`src/hw/rtl/utf8cpe_pkg.sv`:
```
// ----------------------------------------------------------------------------
// utf8cpe_pkg
// Shared constants and types for the UTF-8 code point end marker.
// ----------------------------------------------------------------------------
`default_nettype none

package utf8cpe_pkg;

  localparam int unsigned HistDepth = 3;

  typedef logic [7:0] byte_t;
  typedef byte_t [HistDepth-1:0] hist_t;

  localparam byte_t PfxMin    = 8'hC0;
  localparam byte_t Lead2Lo   = 8'hC2;
  localparam byte_t Lead2Hi   = 8'hDF;
  localparam byte_t Lead3Lo   = 8'hE0;
  localparam byte_t Lead3Hi   = 8'hEF;
  localparam byte_t Lead4Lo   = 8'hF0;
  localparam byte_t Lead4Hi   = 8'hF4;
  localparam byte_t LeadE0    = 8'hE0;
  localparam byte_t LeadEd    = 8'hED;
  localparam byte_t LeadF0    = 8'hF0;
  localparam byte_t LeadF4    = 8'hF4;
  localparam byte_t SufLo     = 8'h80;
  localparam byte_t SufHi     = 8'hBF;
  localparam byte_t Suf8fHi   = 8'h8F;
  localparam byte_t Suf90Lo   = 8'h90;
  localparam byte_t Suf9fHi   = 8'h9F;
  localparam byte_t SufA0Lo   = 8'hA0;

  function automatic logic in_range(input byte_t b, input byte_t lo, input byte_t hi);
    return (b >= lo) && (b <= hi);
  endfunction

endpackage

`default_nettype wire

```
`src/hw/rtl/utf8_codepoint_end_marker.sv`:
```
// ----------------------------------------------------------------------------
// utf8_codepoint_end_marker
// Marks the bytes of a UTF-8 stream that end a code point.
//
// Input channel (in_valid/in_ready): one stream byte per transfer plus a
// line-break flag that forces the byte final.
// Output channel (out_valid/out_ready): one is_final bit per input byte, in
// stream order.
// Results are registered. Throughput: one byte per cycle while in_ready is
// high; the classification is a set of range compares over the byte and a
// three-byte history register.
// Stall: a result register plus a one-entry skid register let the block take
// one more byte while a result waits; in_ready drops only while the skid
// register is occupied.
// Reset: the history is cleared to zero bytes (no open sequence) and both
// output stages are emptied.
// ----------------------------------------------------------------------------
`default_nettype none

module utf8_codepoint_end_marker (
  input  wire                     clk,
  input  wire                     rst_n,
  input  wire                     in_valid,
  output logic                    in_ready,
  input  wire utf8cpe_pkg::byte_t in_data_byte,
  input  wire                     in_line_break,
  output logic                    out_valid,
  input  wire                     out_ready,
  output logic                    out_is_final
);
  import utf8cpe_pkg::*;

  hist_t hist_r, hist_nxt;
  logic  out_valid_r, out_valid_nxt, out_final_r, out_final_nxt;
  logic  skid_valid_r, skid_valid_nxt, skid_final_r, skid_final_nxt;
  logic  in_fire, out_fire, cur_final;

  utf8cpe_classify u_classify (
    .cur_byte   (in_data_byte),
    .hist       (hist_r),
    .line_break (in_line_break),
    .is_final   (cur_final)
  );

  assign in_ready     = !skid_valid_r;
  assign out_valid    = out_valid_r;
  assign out_is_final = out_final_r;
  assign in_fire      = in_valid && in_ready;
  assign out_fire     = out_valid_r && out_ready;

  always_comb begin
    hist_nxt       = hist_r;
    out_valid_nxt  = out_valid_r;
    out_final_nxt  = out_final_r;
    skid_valid_nxt = skid_valid_r;
    skid_final_nxt = skid_final_r;
    if (in_fire) begin
      hist_nxt = {hist_r[HistDepth-2:0], in_data_byte};
    end
    if (out_fire || !out_valid_r) begin
      if (skid_valid_r) begin
        out_valid_nxt  = 1'b1;
        out_final_nxt  = skid_final_r;
        skid_valid_nxt = 1'b0;
      end else begin
        out_valid_nxt = in_fire;
        out_final_nxt = cur_final;
      end
    end else if (in_fire) begin
      skid_valid_nxt = 1'b1;
      skid_final_nxt = cur_final;
    end
  end

  always_ff @(posedge clk) begin
    if (!rst_n) begin
      hist_r       <= '0;
      out_valid_r  <= 1'b0;
      skid_valid_r <= 1'b0;
    end else begin
      hist_r       <= hist_nxt;
      out_valid_r  <= out_valid_nxt;
      skid_valid_r <= skid_valid_nxt;
    end
    out_final_r  <= out_final_nxt;
    skid_final_r <= skid_final_nxt;
  end

  // skid stage is only ever filled behind a held result
  a_skid_behind_out : assert property (@(posedge clk) disable iff (!rst_n)
    skid_valid_r |-> out_valid_r)
    else $error("skid register occupied while result register empty");

  // accepted byte enters the history
  a_hist_shift : assert property (@(posedge clk) disable iff (!rst_n)
    in_fire |=> (hist_r[0] == $past(in_data_byte)))
    else $error("history did not take accepted byte");

  // a line break taken straight into the result register comes out final
  a_line_break_final : assert property (@(posedge clk) disable iff (!rst_n)
    (in_fire && in_line_break && (out_fire || !out_valid_r)) |=> out_is_final)
    else $error("line break byte not marked final");

  // nothing is lost: a stalled result stays valid
  a_hold_on_stall : assert property (@(posedge clk) disable iff (!rst_n)
    (out_valid_r && !out_ready) |=> (out_valid_r && $stable(out_final_r)))
    else $error("stalled result dropped or changed");

endmodule

`default_nettype wire

```
`src/hw/rtl/utf8cpe_classify.sv`:
```
// ----------------------------------------------------------------------------
// utf8cpe_classify
// Decides from the current byte and the three previous bytes whether the
// current byte ends a code point; invalid bytes always end their own unit.
// ----------------------------------------------------------------------------
`default_nettype none

module utf8cpe_classify (
  input  wire utf8cpe_pkg::byte_t cur_byte,
  input  wire utf8cpe_pkg::hist_t hist,
  input  wire                     line_break,
  output logic                    is_final
);
  import utf8cpe_pkg::*;

  byte_t p1, p2, p3;
  logic  is_pfx, legal_pfx, suffix, scope, non_final, bad_second, invalid;

  always_comb begin
    p1 = hist[0];
    p2 = hist[1];
    p3 = hist[2];

    is_pfx    = cur_byte >= PfxMin;
    legal_pfx = in_range(cur_byte, Lead2Lo, Lead2Hi) ||
                in_range(cur_byte, Lead3Lo, Lead3Hi) ||
                in_range(cur_byte, Lead4Lo, Lead4Hi);
    suffix    = in_range(cur_byte, SufLo, SufHi);

    scope = in_range(p1, Lead2Lo, Lead2Hi) || in_range(p1, Lead3Lo, Lead3Hi) ||
            in_range(p2, Lead3Lo, Lead3Hi) || in_range(p1, Lead4Lo, Lead4Hi) ||
            in_range(p2, Lead4Lo, Lead4Hi) || in_range(p3, Lead4Lo, Lead4Hi);

    non_final = is_pfx || in_range(p1, Lead3Lo, Lead3Hi) ||
                in_range(p1, Lead4Lo, Lead4Hi) || in_range(p2, Lead4Lo, Lead4Hi);

    bad_second = ((p1 == LeadE0) && in_range(cur_byte, SufLo, Suf9fHi)) ||
                 ((p1 == LeadEd) && in_range(cur_byte, SufA0Lo, SufHi)) ||
                 ((p1 == LeadF0) && in_range(cur_byte, SufLo, Suf8fHi)) ||
                 ((p1 == LeadF4) && in_range(cur_byte, Suf90Lo, SufHi));

    invalid  = (is_pfx != legal_pfx) || (scope != suffix) || bad_second;
    is_final = !(non_final && !invalid) || line_break;
  end

endmodule

`default_nettype wire
```
`config.mk`:
```
export PLATFORM = sky130hd
export DESIGN_NAME = utf8_codepoint_end_marker
export DESIGN_NICKNAME = d
export VERILOG_FILES = /design/src/hw/rtl/utf8cpe_pkg.sv /design/src/hw/rtl/utf8_codepoint_end_marker.sv /design/src/hw/rtl/utf8cpe_classify.sv
export SDC_FILE = /design/constraint.sdc
export NUM_CORES = 1
export LEC_CHECK = 0
export ABC_AREA = 0
export BUFFER_PORTS_ARGS = -buffer_cell sky130_fd_sc_hd__buf_2
export CAP_MARGIN = 20
export CORE_ASPECT_RATIO = 1.1
export CORE_MARGIN = 4
export CORE_UTILIZATION = 59
export DETAILED_ROUTE_END_ITERATION = 7
export MAX_ROUTING_LAYER = met4
export PLACE_DENSITY = 0.89
export SLEW_MARGIN = 0
export SYNTH_ARGS = -nofsm -noshare
export SYNTH_HDL_FRONTEND = slang
export SYNTH_SLANG_ARGS = --single-unit
```
`constraint.sdc`:
```
create_clock -name clk -period 4.55 [get_ports clk]
set_clock_uncertainty 0.1 [all_clocks]
set_input_delay 0 -clock clk [delete_from_list [all_inputs] [get_ports clk]]
set_output_delay 0 -clock clk [all_outputs]
set_load 0.05 [all_outputs]
```
-- Yosys cells after proc, flatten, opt, wreduce, memory -nomap -nowiden
Cells that the tools add are included.
- add/sub/neg operators: 0
- bitwise operators: 2
- muxes and demuxes: 2
- divide/modulo/power cells: 0
- equal/unequal tests: 6
- reduce and logical (&&, ||, !) cells: 44
- shift operators: 0
- order comparisons: 25
- multipliers: 0
- operators by type and width (cell ; number):
    greater-or-equal comparator 8 bit, second input constant ; 13
    <= comparator 8 bit, second input constant ; 12
    equality test 8 bit, second input constant ; 4
    logical AND 1 bit ; 21
    logical OR 1 bit ; 17
    zero test 1 bit ; 4
    two-way mux 1 bit ; 2
    != test 1 bit ; 2
    NOT 1 bit ; 2
    AND reduction 2 bit ; 1
    OR reduction 2 bit ; 1
- word-level logic and storage cells: 86
- latch bits: 0
- ROM bits: 0
- register bits: 28
- output and inout bits: 3
- memories: 0
- RAM bits: 0

-- Logic depth before layout (Yosys ltp)
Gate-level depths: netlist (run 1).
- depth in word-level cells: 15
- depth in mapped cells: 5

-- Cells and area by module
A second synthesis (run 1) with hierarchy kept.
- cells, all modules: 132
- area, all modules: 1273.7 µm²
- modules (own cells, without submodules) (module ; cells each ; instances ; area each (µm²)):
    utf8_codepoint_end_marker ; 99 ; 1 ; 1064.8
    utf8cpe_classify ; 33 ; 1 ; 209.0

-- Worst setup path before layout (run 1)
No wires, ideal clock.
- kind: register to register
- start: reg skid_valid_r
- end: reg skid_final_r, enable pin
- arrival: 1.209 ns
- slack: 2.942 ns
- library setup time: 0.300 ns
- required time: 4.150 ns
- buffers on the path: 1
- stages on the path, launching flop included: 5
- path through: dfxtp_1 inv_1 nand2_1 clkbuf_1 nor2_1
- word-level cells in the longest chain between the ends: 3
- RTL lines (what ; line ; text):
    from (decl) ; utf8_codepoint_end_marker.sv:35 ; logic skid_valid_r, skid_valid_nxt, skid_final_r, skid_final_nxt;
    from (signal assigned) ; utf8_codepoint_end_marker.sv:83 ; skid_valid_r <= skid_valid_nxt;
    zero test 1 bit ; utf8_codepoint_end_marker.sv:45 ; assign in_ready = !skid_valid_r;
    via in_ready ; utf8_codepoint_end_marker.sv:24 ; output logic in_ready,
    logical AND 1 bit ; utf8_codepoint_end_marker.sv:48 ; assign in_fire = in_valid && in_ready;
    AND reduction 2 bit (no source line) ; n/a ;
    to (signal assigned) ; utf8_codepoint_end_marker.sv:86 ; skid_final_r <= skid_final_nxt;
    to (decl) ; utf8_codepoint_end_marker.sv:35 ;
The timed path passes the listed nets, and every way through them passes these cells.
A chain may end at the register's enable or synchronous reset.

-- Worst setup path in the final report (run 1)
- start: reg skid_valid_r
- end: reg hist_r[7] (netlist bit)
- word-level cells in the longest chain between the ends: 2
- RTL lines (what ; line ; text):
    zero test 1 bit ; utf8_codepoint_end_marker.sv:45 ;
    logical AND 1 bit ; utf8_codepoint_end_marker.sv:48 ;
    to (signal assigned) ; utf8_codepoint_end_marker.sv:81 ; hist_r <= hist_nxt;
    to (decl) ; utf8_codepoint_end_marker.sv:33 ; hist_t hist_r, hist_nxt;
Every way passes these cells.

==> key figures, run 1 <==
Final layout
  • Net count reported at finish: 192
  • Commonest cells after routing, fill and taps aside: 53 x sky130_fd_sc_hd__nand2_1, 26 x sky130_fd_sc_hd__dfxtp_1, 25 x sky130_fd_sc_hd__a21boi_0
  • Synthesis-to-finish area growth: 23.78%
  • Filler Cells Inserted: 133
  • Most frequent standard cell in the layout excluding fill and tap cells: sky130_fd_sc_hd__nand2_1
  • Area of all placed cells without fillers: 0.001524 mm²
  • Share of cells above drive strength 1: 12.36%
  • Antenna cells: 0

Critical path
  • Slowest cell on the critical path: sky130_fd_sc_hd__nand2_1
  • RR Endpoint: hist_r[7]
  • CP Class: register to register
  • CP endpoint kind: register
  • Worst path most repeated cell: sky130_fd_sc_hd__nand2_1
  • Path depth of the worst reg2reg path: 5
  • Number of buffer and inverter instances along the worst setup path: 2
  • Worst-path fanout max: 25
  • CP startpoint kind: register
  • Beginning of the worst register-to-register path: skid_valid_r
  • CP Data Arrival Time: 2.31 ns
  • Series of cell instances along the critical path: inv_1 > nand2_1 > nand2_1 > a21boi_0 > dlygate4sd3_1
  • CP max stage delay: 0.59 ns
  • Worst path top cell family by delay: simple AND/OR/NAND/NOR gates
  • Crit path launch: skid_valid_r
  • Data required time at the worst endpoint: 4.73 ns
  • Reg-to-reg setup timing slack: 2.42 ns

CTS
  • CTS sink cnt: 28
  • Buffer count from post-CTS setup fixing: 0
  • Number of buffers on the longest clock path: 2
  • Library cell used as clock root buffer: sky130_fd_sc_hd__clkbuf_4
  • Clock buffer count from CTS: 3
  • Hold buffers post-CTS: 15
  • Latest clock arrival within the worst-skew pair: 0.32 ns
  • Post-cts sizing count: 0
  • Clock edge transition at the registers on the reported setup and hold paths: 0.15 ns
  • Clock tree from TritonCTS: done
  • Depth of the CTS H-tree: 1

Outcome
  • Status: finished, final reports clean

Power
  • Switching share of power: 23.53%
  • Worst-case vdd ir drop: 216.9 µV
  • Part of the power in registers: 54.8%
  • Net Switching: 0.0001145 W
  • Combinational fraction of design power: 12.1%
  • Static leakage: 0.5629 nW
  • Clock power share: 33.2%
  • Internal power: 0.0003720 W
  • Power Dens Cells: 319.2 mW/mm²

Floorplanning
  • Number of core rows: 17
  • Die height: 55.91 µm
  • Die Area: 0.002882 mm²
  • Effective utilization at floorplan: 61.58%
  • Ports placed on the boundary: 16
  • Placeable core region: 0.001999 mm²
  • Die outline width: 51.56 µm

Detailed routing
  • Detailed-route wire length on metal 1: 1330 µm
  • Antenna-violating nets left: 0
  • Mean number of vias per cell: 5.850
  • Iter 0 DRT Violations: 52
  • Post-detailed-routing wire length: 3247 µm
  • Routed wire length on met3: 219 µm
  • DRC Markers: 0
  • Total number of vias: 1205
  • Average wire per cell in the routed design: 15.76 µm
  • Highest metal layer used by the detailed router: met4
  • Number of iterations in the first detailed-routing pass: 4
  • Met2 routed WL: 1614 µm

Timing
  • Pin slew with the least headroom to its limit: 0.7863 ns
  • Worst rel slew slack: 47.45%
  • Setup tns final: 0 ns
  • Final setup violation count: 0
  • Achievable clock frequency: 469.0 MHz
  • Crit share post-route: 46.86%
  • Max-slew violation total from the final report: 0
  • Time the final worst path needs with I/O delays and setup: 2.132 ns
  • Setup repair after global routing missed its margin: false
  • Final hold violation count: 0

Yosys
  • Sequential cell area fraction in the yosys report: 47.15%
  • Primary flip-flop cell chosen by synthesis mapping: sky130_fd_sc_hd__dfxtp_1
  • Avg Inst Size Synth: 8.208 µm²
  • Number of register bits inferred by synthesis: 28
  • Number of enable flip-flop cells after synthesis: 2
  • Synthesis Warnings: 0
  • FFs w/ async S/R, synth: 0%
  • Post-synthesis cell area: 0.001231 mm²
  • Post-synth net total: 163
  • Number of instances in the synthesized netlist: 150
  • Number of distinct library cells after synthesis: 30

Place
  • HPWL after detailed placement: 1815 µm
  • Routability-driven placement congestion ratio: 0.8675
  • Placement Cell Area: 0.001321 mm²
  • Number of input and output port buffers inserted: 15

Global route
  • Via count of the first global-routing pass: 1174
  • Overall track demand over capacity in global routing: 24.64%
  • Wire length of the first global-routing pass: 5409 µm
  • Total grt overflow: 0
  • Antenna violations before repair: 0
  • Pin count of the biggest net entering global routing: 27

Min path
  • Hold Path Origin: hist_r[17]
  • Worst Hold Path Cells: 2
  • Hold crit path type: register to register
  • Hold-critical path endpoint: hist_r[17]

Flow run
  • Max-cap violations: 0
## worst min-delay path: stages (launching register included)
cell                       delay [ns]
sky130_fd_sc_hd__dfxtp_1         0.33
sky130_fd_sc_hd__nand2_1         0.04
sky130_fd_sc_hd__a21boi_0        0.07
## worst max path at each step
stage                         endpoint  depth (start not counted)
final                        hist_r[7]                          5
after global routing         hist_r[7]                          5
after CTS                    hist_r[7]                          5
after detailed placement  out_is_final                          5
after global placement    out_is_final                          5
after floorplan           skid_final_r                          4
## synthesized netlist by cell type (all sizes together) (2+ instances only)
library cell	number	area share, %
nand2	53	16
nor3b	2	1.2
nor2	7	2.1
edfxtp	2	4.9
inv	2	0.61
o21a	2	1.2
clkbuf	6	1.8
dfxtp	26	42
o211ai	2	1.2
a21boi	25	15
o21ai	4	1.6
nor2b	2	1.0
## layout make-up
class / count / area [µm²] / share of cell area, %
Clock inverter: 1 / 30.03 / 1.970
Tap cell: 28 / 35.03 / 2.299
Timing Repair Buffer: 31 / 232.7 / 15.27
Sequential cell: 28 / 580.6 / 38.10
Inverter: 2 / 7.507 / 0.4926
Clock buffer: 3 / 22.52 / 1.478
Multi-Input combinational cell: 113 / 615.6 / 40.39
## routing by layer
layer	up-vias	GRT usage, %
met3	12	4.290
met4	0	9.363
met5	-	-
met1	560	30.41
met2	62	39.64
li1	571	-
## sequential cells by signal, indices dropped and copies added (netlist names)
name and count:
out_is_final 1, skid_valid_r 1, hist_r 24, skid_final_r 1, out_valid 1
## logic make-up after synthesis
kind of cell / synth area share, %
buffers and inverters: 2.845
DFF: 47.15
and+or+nand+nor: 23.98
AOI/OAI and AO/OA: 26.02
## through the flow
stage / setup WS [ns] / utilization, % / hold slack (ns) / total power (W) / std cells
after floorplan: 2.942 / - / 0.04487 / 0.0002996 / 150
after global placement: 3.026 / 66.08 / 0.1621 / 0.0003140 / 187
after detailed placement: 2.974 / 66.08 / 0.1740 / 0.0003165 / 187
after CTS: 2.504 / 76.22 / 0.3706 / 0.0004839 / 206
after global routing: 2.279 / 76.22 / 0.3993 / 0.0005060 / 206
final: 2.418 / 76.22 / 0.3725 / 0.0004865 / 206
## power groups by stage
stage / registers [W] / clock network, W / logic, W
floorplan: 0.000272 / 0 / 0.0000273
global placement: 0.000270 / 0 / 0.0000441
detailed placement: 0.000271 / 0 / 0.0000457
CTS: 0.000266 / 0.000163 / 0.0000556
global route: 0.000268 / 0.000175 / 0.0000639
finish: 0.000267 / 0.000161 / 0.0000586
Note: power is estimated with default switching activity, not from simulation.
==> run 2: changes to the inputs <==
- ABC_AREA: 0 -> 1
- CORE_UTILIZATION: 59 -> 55
- PLACE_DENSITY: 0.89 -> 0.84
- clock period: 4.55 -> 2.04 ns (I/O delays scaled with it)
==> run 2 against run 1 <==
Non-clock buffer count grew 6. Register-to-register slack lost 2.4 ns. Sequential power grew 130%. Hold slack gained 0.0074 ns. Largest power group unchanged. Via count grew 12%. Power grew 140%. Synthesized area grew 4.6%. Highest routed layer unchanged.
==> key figures, run 2 <==
Outcome
  • Status: finished, final reports clean

Floorplanning
  • Ports placed on the boundary: 16 (unchanged)
  • Placeable core region: 0.002230 mm² (+12%)
  • Die height: 58.75 µm (+5.1%)
  • Effective utilization at floorplan: 57.74% (-3.8 points)
  • Die Area: 0.003180 mm² (+10%)
  • Number of core rows: 18 (+1)
  • Die outline width: 54.13 µm (+5.0%)

Critical path
  • Reg-to-reg setup timing slack: 0.07 ns (-2.35 ns)
  • CP Data Arrival Time: 2.11 ns (-0.20 ns)
  • CP startpoint kind: register
  • Number of buffer and inverter instances along the worst setup path: 2 (unchanged)
  • CP max stage delay: 0.59 ns (about the same)
  • Cell count along the critical path: 5 (unchanged)
  • CP Class: register to register
  • Worst-path fanout max: 10 (-60%)
  • Path depth of the worst reg2reg path: 5 (unchanged)
  • RR Endpoint: hist_r[2]
  • Series of cell instances along the critical path: nor2_2 > clkinvlp_4 > o21ai_0 > dlygate4sd3_1 > a21oi_1
  • Worst path top cell family by delay: buffers and inverters
  • Worst Setup EP: hist_r[2]
  • Beginning of the worst register-to-register path: skid_valid_r
  • CP endpoint kind: register
  • Crit path launch: skid_valid_r
  • Slowest cell on the critical path: sky130_fd_sc_hd__dlygate4sd3_1
  • Data required time at the worst endpoint: 2.18 ns (-2.55 ns)

Yosys
  • Cell accounting for the most synthesized area: sky130_fd_sc_hd__dfxtp_1
  • Number of instances in the synthesized netlist: 184 (+23%)
  • Share of the synthesized area in the top cell type: 40.43% (-1.8 points)
  • Top post-synthesis cells by count: 44 x sky130_fd_sc_hd__nor2_1, 28 x sky130_fd_sc_hd__o21ai_0, 26 x sky130_fd_sc_hd__dfxtp_1
  • FFs w/ async S/R, synth: 0% (unchanged)
  • Post-synth net total: 197 (+21%)
  • Number of distinct library cells after synthesis: 22 (-27%)
  • Synth area leaders: sky130_fd_sc_hd__dfxtp_1 40%, sky130_fd_sc_hd__nor2_1 13%, sky130_fd_sc_hd__o21ai_0 11%, sky130_fd_sc_hd__nand2_1 7.0%, sky130_fd_sc_hd__a21oi_1 4.7%
  • Primary flip-flop cell chosen by synthesis mapping: sky130_fd_sc_hd__dfxtp_1
  • Post-synthesis cell area: 0.001287 mm² (+4.6%)
  • Top-count cell post-synth: sky130_fd_sc_hd__nor2_1
  • Number of enable flip-flop cells after synthesis: 2 (unchanged)
  • Number of register bits inferred by synthesis: 28 (unchanged)
  • Synthesis Warnings: 0 (unchanged)
  • Sequential cell area fraction in the yosys report: 45.09% (-2.1 points)
  • Avg Inst Size Synth: 6.997 µm² (-15%)

CTS
  • Latest clock arrival within the worst-skew pair: 0.33 ns (about the same)
  • Number of buffers on the longest clock path: 2 (unchanged)
  • Library cell used as clock root buffer: sky130_fd_sc_hd__clkbuf_4
  • Clock edge transition at the registers on the reported setup and hold paths: 0.16 ns (about the same)
  • Clock buffer count from CTS: 3 (unchanged)
  • CTS sink cnt: 28 (unchanged)
  • Buffer count from post-CTS setup fixing: 0 (unchanged)
  • Clock tree from TritonCTS: done
  • Depth of the CTS H-tree: 1 (unchanged)

Detailed routing
  • Highest metal layer used by the detailed router: met4
  • Detailed-route wire length on metal 1: 1197 µm (-10%)
  • Iter 0 DRT Violations: 47 (-9.6%)
  • DRC Markers: 0 (unchanged)
  • Antenna-violating nets left: 0 (unchanged)
  • Routed wire length on met3: 191 µm (-13%)
  • Number of iterations in the first detailed-routing pass: 4 (unchanged)
  • Average wire per cell in the routed design: 12.93 µm (-18%)
  • Mean number of vias per cell: 5.422 (-7.3%)
  • Met2 routed WL: 1698 µm (+5.2%)
  • Post-detailed-routing wire length: 3220 µm (-0.83%)
  • Total number of vias: 1350 (+12%)

Place
  • Number of input and output port buffers inserted: 15 (unchanged)
  • Routability-driven placement congestion ratio: 0.8475 (-2.3%)
  • Cell total after placement: 223 (+19%)
  • Placement-stage worst setup slack: 0.5325 ns (-2.442 ns)
  • HPWL after detailed placement: 1957 µm (+7.9%)

Timing
  • Worst rel slew slack: 72.77% (+25 points)
  • Crit share post-route: 96.77% (+50 points)
  • Setup repair after global routing missed its margin: true
  • Slack of the critical path: 0.06585 ns (-2.352 ns)
  • Max-slew violation total from the final report: 0 (unchanged)
  • Final hold violation count: 0 (unchanged)
  • Pin slew with the least headroom to its limit: 0.4063 ns (-0.3801 ns)
  • Achievable clock frequency: 506.5 MHz (+8.0%)
  • Time the final worst path needs with I/O delays and setup: 1.974 ns (-0.1580 ns)
  • Final setup violation count: 0 (unchanged)
  • Worst hold-check slack: 0.3799 ns (+0.007429 ns)

Global route
  • Wire length of the first global-routing pass: 5506 µm (+1.8%)
  • Via count of the first global-routing pass: 1399 (+19%)
  • Overall track demand over capacity in global routing: 24.06% (-0.57 points)
  • Total grt overflow: 0 (unchanged)
  • Antenna violations before repair: 0 (unchanged)
  • Pin count of the biggest net entering global routing: 30 (+11%)

Final layout
  • Most frequent standard cell in the layout excluding fill and tap cells: sky130_fd_sc_hd__nor2_1
  • Multi-input gate area: 613.1 µm² (-0.41%)
  • Share of cells above drive strength 1: 16.44% (+4.1 points)
  • Synthesis-to-finish area growth: 28.38%
  • Area occupied by registers: 580.6 µm² (unchanged)
  • Flip-flop count of the largest register, all copies and words added: 24 (unchanged)
  • Filler Cells Inserted: 159 (+20%)
  • Net count reported at finish: 233 (+21%)
  • Most flop-heavy register: hist_r
  • Utilization after layout: 74.13% (-2.1 points)
  • Antenna cells: 0 (unchanged)
  • Commonest cells after routing, fill and taps aside: 43 x sky130_fd_sc_hd__nor2_1, 28 x sky130_fd_sc_hd__o21ai_0, 26 x sky130_fd_sc_hd__dfxtp_1
  • Final Instance Count excl. Fillers: 249 (+21%)

Power
  • Worst-case vdd ir drop: 594.3 µV (+170%)
  • Static leakage: 0.7045 nW (+25%)
  • Power after layout: 0.001177 W (+140%)
  • Power Dens Cells: 712.1 mW/mm² (+120%)

Min path
  • Hold crit path type: register to register
  • Hold Path Origin: hist_r[19]

Flow run
  • Max-cap violations: 0 (unchanged)
## run 2: cell count changes after synthesis, moves of 4 or more
cell / previous run / this run
sky130_fd_sc_hd__a21boi_0: 25 / 0
sky130_fd_sc_hd__a21oi_1: 0 / 12
sky130_fd_sc_hd__inv_1: 2 / 15
sky130_fd_sc_hd__nand2_1: 53 / 24
sky130_fd_sc_hd__nand2_2: 0 / 4
sky130_fd_sc_hd__nand3_1: 1 / 6
sky130_fd_sc_hd__nor2_1: 7 / 44
sky130_fd_sc_hd__nor2_2: 0 / 6
sky130_fd_sc_hd__o21ai_0: 3 / 28
## run 2: final cells by class
class	instances	area share [%]
clock inverters	1	1.817
flip-flops and latches	28	35.12
clock buffers	3	1.363
multi-input cells	132	37.09
repair inverters	1	0.3028
well taps	30	2.271
repair buffers	37	17.94
inverters	17	4.088
## run 2: power by group
part           switching (W)  internal, W
combinational       0.000110    0.0000812
sequential         0.0000281     0.000591
clock               0.000167     0.000199
## run 2: worst min path at each step
stage	endpoint	slack (ns)	depth (start not counted)
floorplan	out_valid	0.03	2
global placement	hist_r[1]	0.15	3
detailed placement	hist_r[1]	0.15	3
CTS	hist_r[6]	0.37	4
global route	hist_r[19]	0.42	2
finish	hist_r[19]	0.38	2
## run 2: worst reg2reg max path, stage by stage (launching register included)
cell and delay, ns:
sky130_fd_sc_hd__dfxtp_1 0.36, sky130_fd_sc_hd__nor2_2 0.28, sky130_fd_sc_hd__clkinvlp_4 0.28, sky130_fd_sc_hd__o21ai_0 0.23, sky130_fd_sc_hd__dlygate4sd3_1 0.59, sky130_fd_sc_hd__a21oi_1 0.04
## run 2: cells by family after synthesis
family	after synthesis	share of synthesized area (%)
DFF	28	45.09
buffers and inverters	24	7.482
and+or+nand+nor	88	29.83
AOI/OAI and AO/OA	44	17.59
## run 2: per-layer routing
metal  vias up  track usage, %
li1        658               -
met1       615           23.97
met2        60           41.37
met3        17           4.304
met4         0           16.01
met5         -               -
## run 2: stage by stage
step,cell area [µm²],TNS (ns)
floorplan,1287,0
global placement,1375,0
detailed placement,1375,0
CTS,1638,0
global route,1653,-0.02899
finish,1653,0
## run 2: what timing repair did
action	4_1_cts	5_1_grt
hold buffers	21	0
endpoints found under the hold margin	26	0
setup endpoints to repair	0	1
resized for setup	0	3
==> run 3: changes to the inputs <==
- CORE_UTILIZATION: 55 -> 40
- PLACE_DENSITY: 0.84 -> 0.67
==> run 3 against run 2 <==
Hold slack got worse by 0.013 ns. Cell count rose by 1.6%. Setup slack improved by 0.10 ns. First-iteration DRC count rose by 51%. Power fell by 12%. Die area rose by 32%. Cell area fell by 1.6%. Combinational power fell by 4%. Clock power fell by 36%. Non-clock buffer count rose by 1. Routed wire length fell by 11%. Register-to-register slack improved by 0.10 ns. Largest cell class unchanged. Largest power group unchanged. Highest routed layer unchanged.
==> key figures, run 3 (same netlist as run 2, synthesis figures left out) <==
Outcome
  • Status: finished, final reports clean

Power
  • Switching share of power: 28.08% (+2.1 points)
  • Internal power: 0.0007446 W (-15%)
  • Power Dens Cells: 636.5 mW/mm² (-11%)
  • Static leakage: 0.7011 nW (-0.48%)
  • Net Switching: 0.0002907 W (-4.9%)
  • Clock power share: 22.6% (-8.5 points)
  • Worst-case vdd ir drop: 439.0 µV (-26%)
  • Combinational fraction of design power: 17.8% (+1.5 points)
  • Part of the power in registers: 59.6% (+7.0 points)

Place
  • Routability-driven placement congestion ratio: 0.7997 (-5.6%)
  • HPWL after detailed placement: 1925 µm (-1.7%)
  • Placement-stage worst setup slack: 0.5667 ns (+0.03422 ns)
  • Number of input and output port buffers inserted: 15 (unchanged)

Timing
  • Slack of the critical path: 0.1680 ns (+0.1021 ns)
  • Final setup violation count: 0 (unchanged)
  • Setup tns final: 0 ns (unchanged)
  • Worst rel slew slack: 61.09% (-12 points)
  • Max-slew violation total from the final report: 0 (unchanged)
  • Pin slew with the least headroom to its limit: 0.5830 ns (+0.1767 ns)
  • Time the final worst path needs with I/O delays and setup: 1.872 ns (-0.1021 ns)
  • Final hold violation count: 0 (unchanged)
  • Crit share post-route: 91.77% (-5.0 points)
  • Achievable clock frequency: 534.2 MHz (+5.5%)
  • Setup repair after global routing missed its margin: false

Critical path
  • Beginning of the worst register-to-register path: skid_valid_r
  • CP endpoint kind: register
  • CP startpoint kind: register
  • Path depth of the worst reg2reg path: 5 (unchanged)
  • CP Data Arrival Time: 2.04 ns (-0.07 ns)
  • Worst-path fanout max: 20 (+10)
  • Reg-to-reg setup timing slack: 0.17 ns (+0.10 ns)
  • RR Endpoint: hist_r[2]
  • Data required time at the worst endpoint: 2.21 ns (+0.03 ns)
  • Crit path launch: skid_valid_r
  • CP Class: register to register
  • Worst Setup EP: hist_r[2]

Global route
  • Overall track demand over capacity in global routing: 15.77% (-8.3 points)
  • Via count of the first global-routing pass: 1112 (-21%)
  • Met1 track demand over resource in global routing: 20.63% (-3.3 points)
  • Total grt overflow: 0 (unchanged)
  • Global-route track usage on met3: 1.338% (-3.0 points)
  • GRT Max-Usage Layer: met2
  • Antenna violations before repair: 0 (unchanged)
  • Pin count of the biggest net entering global routing: 30 (unchanged)
  • Met2 track demand over resource: 23.58% (-18 points)
  • Wire length of the first global-routing pass: 4857 µm (-12%)

Detailed routing
  • Antenna-violating nets left: 0 (unchanged)
  • Mean number of vias per cell: 4.838 (-11%)
  • DRC Markers: 0 (unchanged)
  • Total number of vias: 1224 (-9.3%)
  • Iter 0 DRT Violations: 71 (+51%)
  • Number of iterations in the first detailed-routing pass: 4 (unchanged)
  • Average wire per cell in the routed design: 11.34 µm (-12%)
  • Post-detailed-routing wire length: 2869 µm (-11%)

Floorplanning
  • Placeable core region: 0.003074 mm² (+38%)
  • Die Area: 0.004191 mm² (+32%)
  • Die outline width: 62.10 µm (+15%)
  • Ports placed on the boundary: 16 (unchanged)
  • Number of core rows: 21 (+3)
  • Die height: 67.50 µm (+15%)
  • Effective utilization at floorplan: 41.88% (-16 points)

CTS
  • Clock tree from TritonCTS: done
  • Number of buffers on the longest clock path: 2 (unchanged)
  • Library cell used as clock root buffer: sky130_fd_sc_hd__clkbuf_4
  • Clock buffer count from CTS: 3 (unchanged)
  • Latest clock arrival within the worst-skew pair: 0.33 ns (about the same)
  • Clock edge transition at the registers on the reported setup and hold paths: 0.15 ns (about the same)
  • Depth of the CTS H-tree: 1 (unchanged)
  • CTS sink cnt: 28 (unchanged)
  • Post-cts sizing count: 0 (unchanged)

Final layout
  • Antenna cells: 0 (unchanged)
  • Most flop-heavy register: hist_r
  • Synthesis-to-finish area growth: 26.34%
  • Commonest cells after routing, fill and taps aside: 44 x sky130_fd_sc_hd__nor2_1, 28 x sky130_fd_sc_hd__o21ai_0, 26 x sky130_fd_sc_hd__dfxtp_1
  • Net count reported at finish: 233 (unchanged)
  • Filler Cells Inserted: 304 (+91%)
  • Share of cells above drive strength 1: 14.61% (-1.8 points)
  • Most frequent standard cell in the layout excluding fill and tap cells: sky130_fd_sc_hd__nor2_1
  • Flip-flop count of the largest register, all copies and words added: 24 (unchanged)

Flow run
  • Max-cap violations: 0 (unchanged)

Min path
  • Hold Path Origin: hist_r[19]
  • Hold crit path type: register to register
[run 3: cell count changes in the layout (fill, tap and decap cells not counted)]
cell                            before  now
sky130_fd_sc_hd__clkinvlp_4          1    0
sky130_fd_sc_hd__bufinv_16           1    0
sky130_fd_sc_hd__clkinvlp_2          1    0
sky130_fd_sc_hd__dlygate4sd3_1      21   22
sky130_fd_sc_hd__clkinv_1            1    2
sky130_fd_sc_hd__nor2_2              7    6
sky130_fd_sc_hd__nor2_1             43   44
sky130_fd_sc_hd__buf_6               1    0
sky130_fd_sc_hd__buf_4               0    1
sky130_fd_sc_hd__inv_1              14   15
[run 3: worst min-delay path by stage]
stage | end | slack (ns) | cells past startpoint
after global routing | hist_r[19] | 0.40 | 2
final | hist_r[19] | 0.37 | 2
after detailed placement | hist_r[1] | 0.14 | 3
after global placement | hist_r[1] | 0.15 | 3
after CTS | hist_r[19] | 0.37 | 2
after floorplan | out_valid | 0.03 | 2
[run 3: area by class of cell]
type                       instances  area, µm²  share of cell area (%)
timing repair buffer              38      302.8                   18.62
clock inverter                     1      3.754                  0.2308
tap                               34      42.54                   2.615
inverter                          17      63.81                   3.923
multi-input combinational        132      610.6                   37.54
clock buffer                       3      22.52                   1.385
sequential                        28      580.6                   35.69
[run 3: power groups by stage]
stage / sequential, W / clock [W] / combinational [W]
after global placement: 0.000629 / 0 / 0.000147
after floorplan: 0.000632 / 0 / 0.000101
after CTS: 0.000618 / 0.000247 / 0.000183
final: 0.000617 / 0.000234 / 0.000184
after detailed placement: 0.000629 / 0 / 0.000148
after global routing: 0.000623 / 0.000263 / 0.000208
[run 3: layer usage]
layer  vias up  routed length (µm)  share of wire (%)
li1        657                   -                  -
met1       533                1412                 49
met2        25                1315                 46
met3         9                  52                1.8
met4         0                  88                3.1
met5         -                   0                  0
[run 3: what timing repair did]
item	4_1_cts	5_1_grt
hold buffers	22	0
buffers inserted	0	0
hold endpoints to repair	29	0
[run 3: worst max-delay path: stages (launching register included)]
cell	delay, ns
sky130_fd_sc_hd__dfxtp_1	0.39
sky130_fd_sc_hd__nor2_1	0.07
sky130_fd_sc_hd__inv_1	0.43
sky130_fd_sc_hd__o21ai_0	0.13
sky130_fd_sc_hd__dlygate4sd3_1	0.57
sky130_fd_sc_hd__a21oi_1	0.11
[run 3: metrics by stage]
| stage | power [W] | util [%] | hold WS, ns | cells | instance area [µm²] |
|---|---|---|---|---|---|
| 2_1_floorplan | 0.0007330 | - | 0.03242 | 184 | 1287 |
| 3_3_place_gp | 0.0007761 | 44.89 | 0.1468 | 227 | 1380 |
| 3_5_place_dp | 0.0007770 | 44.89 | 0.1446 | 227 | 1380 |
| 4_1_cts | 0.001048 | 52.91 | 0.3712 | 253 | 1627 |
| 5_1_grt | 0.001094 | 52.91 | 0.3997 | 253 | 1627 |
| 6_report | 0.001035 | 52.91 | 0.3664 | 253 | 1627 |
